===== config.mk =====
export PLATFORM = sky130hd
export DESIGN_NAME = compressed_proof_number_decoder_flat
export DESIGN_NICKNAME = d
export VERILOG_FILES = /design/src/sv/cpnd_pkg.sv /design/src/sv/cpnd_if.sv /design/src/sv/compressed_proof_number_decoder.sv /design/src/flat_wrapper.sv
export SDC_FILE = /design/constraint.sdc
export NUM_CORES = 1
export LEC_CHECK = 0
export ABC_AREA = 1
export CAP_MARGIN = 20
export CORE_MARGIN = 2
export CORE_UTILIZATION = 30
export DETAILED_ROUTE_END_ITERATION = 6
export DONT_BUFFER_PORTS = 1
export PLACE_DENSITY_LB_ADDON = 0.2
export SLEW_MARGIN = 10
export SYNTH_ARGS = -nofsm -noshare
export SYNTH_HDL_FRONTEND = slang
export SYNTH_SLANG_ARGS = --single-unit

===== constraint.sdc =====
create_clock -name clk -period 8.8 [get_ports clk]
set_input_delay 1.76 -clock clk [delete_from_list [all_inputs] [get_ports clk]]
set_output_delay 1.76 -clock clk [all_outputs]
set_load 0.005 [all_outputs]

===== src/sv/cpnd_pkg.sv =====
package cpnd_pkg;

    // Field widths of the two channels
    localparam int LETTER_W = 8;
    localparam int VALUE_W  = 32;
    localparam int STATUS_W = 3;

    // Default width of the number being built
    localparam int NUM_WIDTH_DEF = 32;

    // Final proof status codes (also used as decode error codes)
    localparam logic [STATUS_W-1:0] ST_OK         = 3'd0;
    localparam logic [STATUS_W-1:0] ST_INCOMPLETE = 3'd1;
    localparam logic [STATUS_W-1:0] ST_EMPTY      = 3'd2;
    localparam logic [STATUS_W-1:0] ST_BAD_CHAR   = 3'd3;
    localparam logic [STATUS_W-1:0] ST_OVERFLOW   = 3'd4;
    localparam logic [STATUS_W-1:0] ST_STRAY_Z    = 3'd5;
    localparam logic [STATUS_W-1:0] ST_UNFINISHED = 3'd6;

    // Input item kinds
    localparam logic FUNC_LETTER = 1'b0;
    localparam logic FUNC_END    = 1'b1;

    // Result item kinds
    localparam logic KIND_NUMBER = 1'b0;
    localparam logic KIND_STATUS = 1'b1;

    // Character codes
    localparam logic [LETTER_W-1:0] CH_A_M1  = 8'h40;  // one below 'A'
    localparam logic [LETTER_W-1:0] CH_T     = 8'h54;
    localparam logic [LETTER_W-1:0] CH_Y     = 8'h59;
    localparam logic [LETTER_W-1:0] CH_Z     = 8'h5A;
    localparam logic [LETTER_W-1:0] CH_QMARK = 8'h3F;

endpackage


===== src/sv/cpnd_if.sv =====
// Proof letter channel
interface cpnd_in_if;
    logic                           valid;
    logic                           ready;
    logic                           func;
    logic [cpnd_pkg::LETTER_W-1:0]  letter;

    modport source (output valid, output func, output letter, input ready);
    modport sink   (input valid, input func, input letter, output ready);
endinterface

// Decoded number / status channel
interface cpnd_out_if;
    logic                           valid;
    logic                           ready;
    logic                           kind;
    logic [cpnd_pkg::VALUE_W-1:0]   value;
    logic [cpnd_pkg::STATUS_W-1:0]  status;

    modport source (output valid, output kind, output value, output status, input ready);
    modport sink   (input valid, input kind, input value, input status, output ready);
endinterface


===== src/sv/compressed_proof_number_decoder.sv =====
// Compressed proof number decoder: takes one proof letter (or an end-of-proof item)
// per cycle on proof and gives at most one result on step, in the cycle after the
// transfer. U..Y append a base-5 digit, A..T finish a number and emit it, Z repeats
// a step (value 0) right after a finished number, '?' emits the all-ones unknown
// marker. After a bad character or a decode error, letters emit nothing until the
// end item, which always returns the final status and clears all state. Throughput
// is one item per cycle: the decode is a single shift-and-add step with an overflow
// check feeding one output register, and proof stays ready whenever that register
// is empty or being taken in the same cycle.
module compressed_proof_number_decoder #(
    parameter int NUM_WIDTH = cpnd_pkg::NUM_WIDTH_DEF
) (
    input  logic              clk,
    input  logic              rst_n,
    cpnd_in_if.sink           proof,
    cpnd_out_if.source        step
);
    import cpnd_pkg::*;

    localparam int WIDE_W = NUM_WIDTH + 5;

    // Decoder state
    logic [NUM_WIDTH-1:0] partial_reg, partial_next;
    logic                 just_finished_reg, just_finished_next;
    logic [STATUS_W-1:0]  decode_error_reg, decode_error_next;
    logic                 bad_char_reg, bad_char_next;
    logic                 unknown_reg, unknown_next;
    logic                 any_letter_reg, any_letter_next;

    // Output register
    logic                 out_valid_reg;
    logic                 kind_reg, kind_next;
    logic [VALUE_W-1:0]   value_reg, value_next;
    logic [STATUS_W-1:0]  status_reg, status_next;
    logic                 emit;

    logic                 in_xfer;
    logic [LETTER_W-1:0]  ft_off, dig_off;
    logic                 is_q, is_ft, is_dig, is_z, is_legal;
    logic [WIDE_W-1:0]    p_ext, grow20, grow5;
    logic                 ovf20, ovf5;
    logic [NUM_WIDTH+VALUE_W-1:0] num_ext;
    logic [STATUS_W-1:0]  end_status;

    assign proof.ready = !out_valid_reg || step.ready;
    assign in_xfer     = proof.valid && proof.ready;

    // Letter classes
    assign is_q     = (proof.letter == CH_QMARK);
    assign is_ft    = (proof.letter > CH_A_M1) && (proof.letter <= CH_T);
    assign is_dig   = (proof.letter > CH_T) && (proof.letter <= CH_Y);
    assign is_z     = (proof.letter == CH_Z);
    assign is_legal = is_q || is_ft || is_dig || is_z;

    // Digit values: 1..20 for A..T, 1..5 for U..Y
    assign ft_off  = proof.letter - CH_A_M1;
    assign dig_off = proof.letter - CH_T;

    // partial*20 + d and partial*5 + d as shift-and-add, with headroom for overflow
    assign p_ext  = WIDE_W'(partial_reg);
    assign grow20 = (p_ext << 4) + (p_ext << 2) + WIDE_W'(ft_off[4:0]);
    assign grow5  = (p_ext << 2) + p_ext + WIDE_W'(dig_off[2:0]);
    assign ovf20  = |grow20[WIDE_W-1:NUM_WIDTH];
    assign ovf5   = |grow5[WIDE_W-1:NUM_WIDTH];
    assign num_ext = {{VALUE_W{1'b0}}, grow20[NUM_WIDTH-1:0]};

    // Final status by priority
    always_comb
    begin
        if (bad_char_reg)
            end_status = ST_BAD_CHAR;
        else if (decode_error_reg != ST_OK)
            end_status = decode_error_reg;
        else if (!any_letter_reg)
            end_status = ST_EMPTY;
        else if (partial_reg != '0)
            end_status = ST_UNFINISHED;
        else if (unknown_reg)
            end_status = ST_INCOMPLETE;
        else
            end_status = ST_OK;
    end

    // Next state and result
    always_comb
    begin
        partial_next       = partial_reg;
        just_finished_next = just_finished_reg;
        decode_error_next  = decode_error_reg;
        bad_char_next      = bad_char_reg;
        unknown_next       = unknown_reg;
        any_letter_next    = any_letter_reg;
        emit               = 1'b0;
        kind_next          = KIND_NUMBER;
        value_next         = '0;
        status_next        = ST_OK;

        if (in_xfer)
        begin
            if (proof.func == FUNC_END)
            begin
                emit               = 1'b1;
                kind_next          = KIND_STATUS;
                status_next        = end_status;
                partial_next       = '0;
                just_finished_next = 1'b0;
                decode_error_next  = ST_OK;
                bad_char_next      = 1'b0;
                unknown_next       = 1'b0;
                any_letter_next    = 1'b0;
            end
            else
            begin
                any_letter_next = 1'b1;
                if (!is_legal)
                    bad_char_next = 1'b1;
                else if (!bad_char_reg && decode_error_reg == ST_OK)
                begin
                    if (is_q)
                    begin
                        unknown_next       = 1'b1;
                        partial_next       = '0;
                        just_finished_next = 1'b1;
                        emit               = 1'b1;
                        value_next         = '1;
                    end
                    else if (is_ft)
                    begin
                        if (ovf20)
                            decode_error_next = ST_OVERFLOW;
                        else
                        begin
                            partial_next       = '0;
                            just_finished_next = 1'b1;
                            emit               = 1'b1;
                            value_next         = num_ext[VALUE_W-1:0];
                        end
                    end
                    else if (is_dig)
                    begin
                        if (ovf5)
                            decode_error_next = ST_OVERFLOW;
                        else
                        begin
                            partial_next       = grow5[NUM_WIDTH-1:0];
                            just_finished_next = 1'b0;
                        end
                    end
                    else
                    begin
                        // Z repeats the previous step only right after a finished number
                        if (!just_finished_reg)
                            decode_error_next = ST_STRAY_Z;
                        else
                        begin
                            just_finished_next = 1'b0;
                            emit               = 1'b1;
                        end
                    end
                end
            end
        end
    end

    // State registers
    always_ff @(posedge clk or negedge rst_n)
    begin
        if (!rst_n)
        begin
            partial_reg       <= '0;
            just_finished_reg <= 1'b0;
            decode_error_reg  <= ST_OK;
            bad_char_reg      <= 1'b0;
            unknown_reg       <= 1'b0;
            any_letter_reg    <= 1'b0;
            out_valid_reg     <= 1'b0;
        end
        else
        begin
            partial_reg       <= partial_next;
            just_finished_reg <= just_finished_next;
            decode_error_reg  <= decode_error_next;
            bad_char_reg      <= bad_char_next;
            unknown_reg       <= unknown_next;
            any_letter_reg    <= any_letter_next;
            if (in_xfer)
                out_valid_reg <= emit;
            else if (step.ready)
                out_valid_reg <= 1'b0;
        end
    end

    // Result payload, loaded only when a result is produced
    always_ff @(posedge clk)
    begin
        if (in_xfer && emit)
        begin
            kind_reg   <= kind_next;
            value_reg  <= value_next;
            status_reg <= status_next;
        end
    end

    assign step.valid  = out_valid_reg;
    assign step.kind   = kind_reg;
    assign step.value  = value_reg;
    assign step.status = status_reg;

endmodule


===== src/flat_wrapper.sv =====
// flat-port wrapper written by rule: the top's interface ports become plain ports
module compressed_proof_number_decoder_flat import cpnd_pkg::*;
#(
    parameter int NUM_WIDTH = cpnd_pkg::NUM_WIDTH_DEF
)
  (clk, rst_n, proof_valid, proof_func, proof_letter, proof_ready, step_valid, step_kind, step_value, step_status, step_ready);
  cpnd_in_if proof_i ();
  cpnd_out_if step_i ();
  input  logic clk;
  input  logic rst_n;
  input wire logic [$bits(proof_i.valid)-1:0] proof_valid;
  input wire logic [$bits(proof_i.func)-1:0] proof_func;
  input wire logic [$bits(proof_i.letter)-1:0] proof_letter;
  output wire logic [$bits(proof_i.ready)-1:0] proof_ready;
  output wire logic [$bits(step_i.valid)-1:0] step_valid;
  output wire logic [$bits(step_i.kind)-1:0] step_kind;
  output wire logic [$bits(step_i.value)-1:0] step_value;
  output wire logic [$bits(step_i.status)-1:0] step_status;
  input wire logic [$bits(step_i.ready)-1:0] step_ready;
  assign proof_i.valid = proof_valid;
  assign proof_i.func = proof_func;
  assign proof_i.letter = proof_letter;
  assign proof_ready = proof_i.ready;
  assign step_valid = step_i.valid;
  assign step_kind = step_i.kind;
  assign step_value = step_i.value;
  assign step_status = step_i.status;
  assign step_i.ready = step_ready;
  compressed_proof_number_decoder #(.NUM_WIDTH(NUM_WIDTH)) u_core (.clk(clk), .rst_n(rst_n), .proof(proof_i), .step(step_i));
endmodule

==> run_results.csv <==
group,metric,value,unit
status,status,"completed",
yosys,syn-num-nets,1559,
worst_setup_path,path_cells,"inv_1 -> fa_1 -> fa_1 -> inv_1 -> nand2_1 -> a22oi_1 -> nand2_1 -> nand2_1 -> nand2_1 -> nand2_1 -> nand2_1 -> nand2_1 -> nand2_1 -> nand3_1 -> nand3_1 -> nor2_1 -> nand3_1 -> nand2_1 -> nand2_1 -> nand2_1 -> buf_4",
hold_path,hp-class,"register to register",
floorplan,core,0.0317,mm2
global_routing,gr-usage-met2,0.322,
sta,tightest_slew,1.10,ns
floorplan,ios,51,
global_routing,top_usage_layer,"met2",
run,drv_cap,0,
worst_setup_path,cpMaxStageDelayCell,"fa_1",
clock_tree,cts_tree,"yes",
drt,drtIter0Drc,686,
sta,period_minus_slack,5.31,ns
drt,via_per_inst,4.93,
yosys,avgSynthCellArea,6.71,um2
layout,final_common_cell,"nand2_1",
global_routing,grt_max_degree,61,
global_routing,antenna_found_initial,0,
worst_setup_path,crit_required,8.82,ns
floorplan,rows,65,
worst_setup_path,cp-endpoint,"u_core.step.value[21]",
global_routing,use_met3,0.0190,
clock_tree,cts_sinks,75,
floorplan,die_y,184,um
clock_tree,cts.htree.levels,3,
floorplan,dieArea,0.0338,mm2
worst_setup_path,crit_path_end_kind,"register",
sta,fin_tns_setup,0,ns
placement,io_buffer_count,0,
pwr,vdd.ir_drop.worst,92.2,uV
layout,syn2layout_area_growth,7.20,%
layout,drive_gt1_frac,0.120,
sta,hold_viol_final,0,
yosys,synthArstFlopShare,0.520,
yosys,seq_area_frac_synth,0.212,
layout,diodes,0,
sta,setup_viol,0,
layout,instances_no_fill,1851,
sta,relSlewSlack,0.267,
worst_setup_path,cpPeakStageDelay,0.54,ns
yosys,synthesis.yosys.warnings,0,
worst_setup_path,r2r_cells,15,
yosys,synth-edff-count,36,
sta,slew_violations,0,
worst_setup_path,cp-start-kind,"input pin",
drt,drt_first_pass_iters,5,
pwr,p_leak,0.00455,uW
global_routing,grt_first_pass_wirelength,48800,um
worst_setup_path,rrSetupSlack,4.33,ns
worst_setup_path,worstSetupPathType,"input pin to register",
clock_tree,clkTransAtPathRegs,0.06,ns
sta,fmax,188,MHz
yosys,synth_cells,1447,
pwr,power_density,182,mW/mm2
global_routing,grt_overflow,0,
worst_setup_path,crit-reg2reg-capture,"u_core.step.value[21]",
worst_setup_path,rr_startpoint,"u_core.partial_reg[30]",
clock_tree,cts_resized,0,
layout,layout_common_cells,"nand2_1, inv_1, nor2_1",
global_routing,grt_util_met1,0.252,
yosys,synth_area,0.00970,mm2
worst_setup_path,crit_fanout,26,
drt,antenna_left,0,
clock_tree,cts_buffer_depth,2,
worst_setup_path,timing.critical_path.from,"proof_letter[4]",
floorplan,start_util,0.306,
worst_setup_path,cp.arrival,5.34,ns
global_routing,grt_pass1_vias,8993,
sta,finalCritPeriodShare,0.604,
clock_tree,ctsHoldBuffers,0,
sta,fin_worst_skew,0.0181,ns
clock_tree,clock-root-buffer,"clkbuf_16",
sta,rsz0062_at_grt,"false",
yosys,yosysUniqueCellTypes,53,
placement,placed_cells,1835,
layout,final_util,0.328,
floorplan,fp.dieW,184,um
drt,routed-via-count,9120,
drt,drt_wl_total,31300,um
yosys,synth.ff_latch_count,75,
clock_tree,clock_latency,0.36,ns
pwr,power,1890,uW
clock_tree,postCtsSetupBuffers,0,
layout,final_nets,1556,
drt,drcViolationCount,0,
worst_setup_path,cp_common_cell,"nand2_1",
placement,gpl.final_weighted_congestion,0.949,
placement,dp_hpwl,26200,um
global_routing,gr-usage-all-layers,0.189,
drt,wl_per_cell,16.9,um
yosys,synthFlopType,"dfrtp_1",
clock_tree,cts_buffers,9,
## critical path: cells and delay by family
family                     cells  cell delay (ns)
adders and majority gates      2             0.97
AOI/OAI and AO/OA              1             0.23
buffers and inverters          3             0.54
and+or+nand+nor               15             1.83
## Yosys cell counts (14+ instances only)
cell type / number / area [um2]
nor2_2: 19 / 119
o21ai_2: 32 / 280
inv_2: 16 / 60.1
nand2_2: 56 / 350
nand3_1: 92 / 460
edfxtp_1: 36 / 1080
nor4_1: 15 / 93.8
a21oi_1: 93 / 465
dfrtp_1: 39 / 976
o21ai_0: 43 / 215
nand4_1: 23 / 144
nor2_1: 127 / 477
nor3_1: 14 / 70.1
xor2_1: 31 / 272
inv_1: 246 / 923
fa_1: 32 / 641
nand2_1: 358 / 1340
ha_1: 67 / 838
## cell families (layout without fill, tap and decap cells)
logic type                 count (synthesis)  after routing  share of synthesized area
xor gates and xnor gates                  36             36                     0.0325
adders and majority gates                 99             99                      0.152
AOI/OAI and AO/OA                        207            207                      0.129
and+or+nand+nor                          750            750                      0.361
buffers and inverters                    280            282                      0.113
DFF                                       75             75                      0.212
## worst min path at each step
stage,from,to,slack [ns],cells after the start
3_5_place_dp,u_core.just_finished_reg,u_core.just_finished_reg,0.48,2
5_1_grt,u_core.just_finished_reg,u_core.just_finished_reg,0.53,2
6_report,u_core.just_finished_reg,u_core.just_finished_reg,0.50,2
3_3_place_gp,u_core.just_finished_reg,u_core.just_finished_reg,0.48,2
4_1_cts,u_core.just_finished_reg,u_core.just_finished_reg,0.49,2
2_1_floorplan,u_core.just_finished_reg,u_core.just_finished_reg,0.45,2
## metal layers
layer  share of wire  up-vias
met5               0        -
met4           0.022        0
met3           0.030       33
met2            0.46      183
met1            0.48     4286
li1                -     4618
## stage by stage
step | setup slack (ns) | cell area [um2] | hold WS (ns)
final | 3.49 | 10400 | 0.499
after global routing | 3.05 | 10400 | 0.535
after CTS | 3.48 | 10400 | 0.495
after detailed placement | 3.13 | 10100 | 0.479
after global placement | 3.21 | 10100 | 0.477
after floorplan | 3.45 | 9700 | 0.454
## where the power goes
group	internal [uW]	switching [uW]	total [uW]
logic	326	666	991
clock network	196	185	381
registers	425	95.4	520
total	946	946	1890
## area by class of cell
class / count / area, um2
clock buffers: 9 / 225
clock inverters: 7 / 60.1
fillers: 3501 / 21300
inverters: 263 / 987
multi-input cells: 1092 / 6550
flip-flops and latches: 75 / 2060
well taps: 402 / 503
repair buffers: 3 / 22.5
Power figures use the tool's default switching activity.
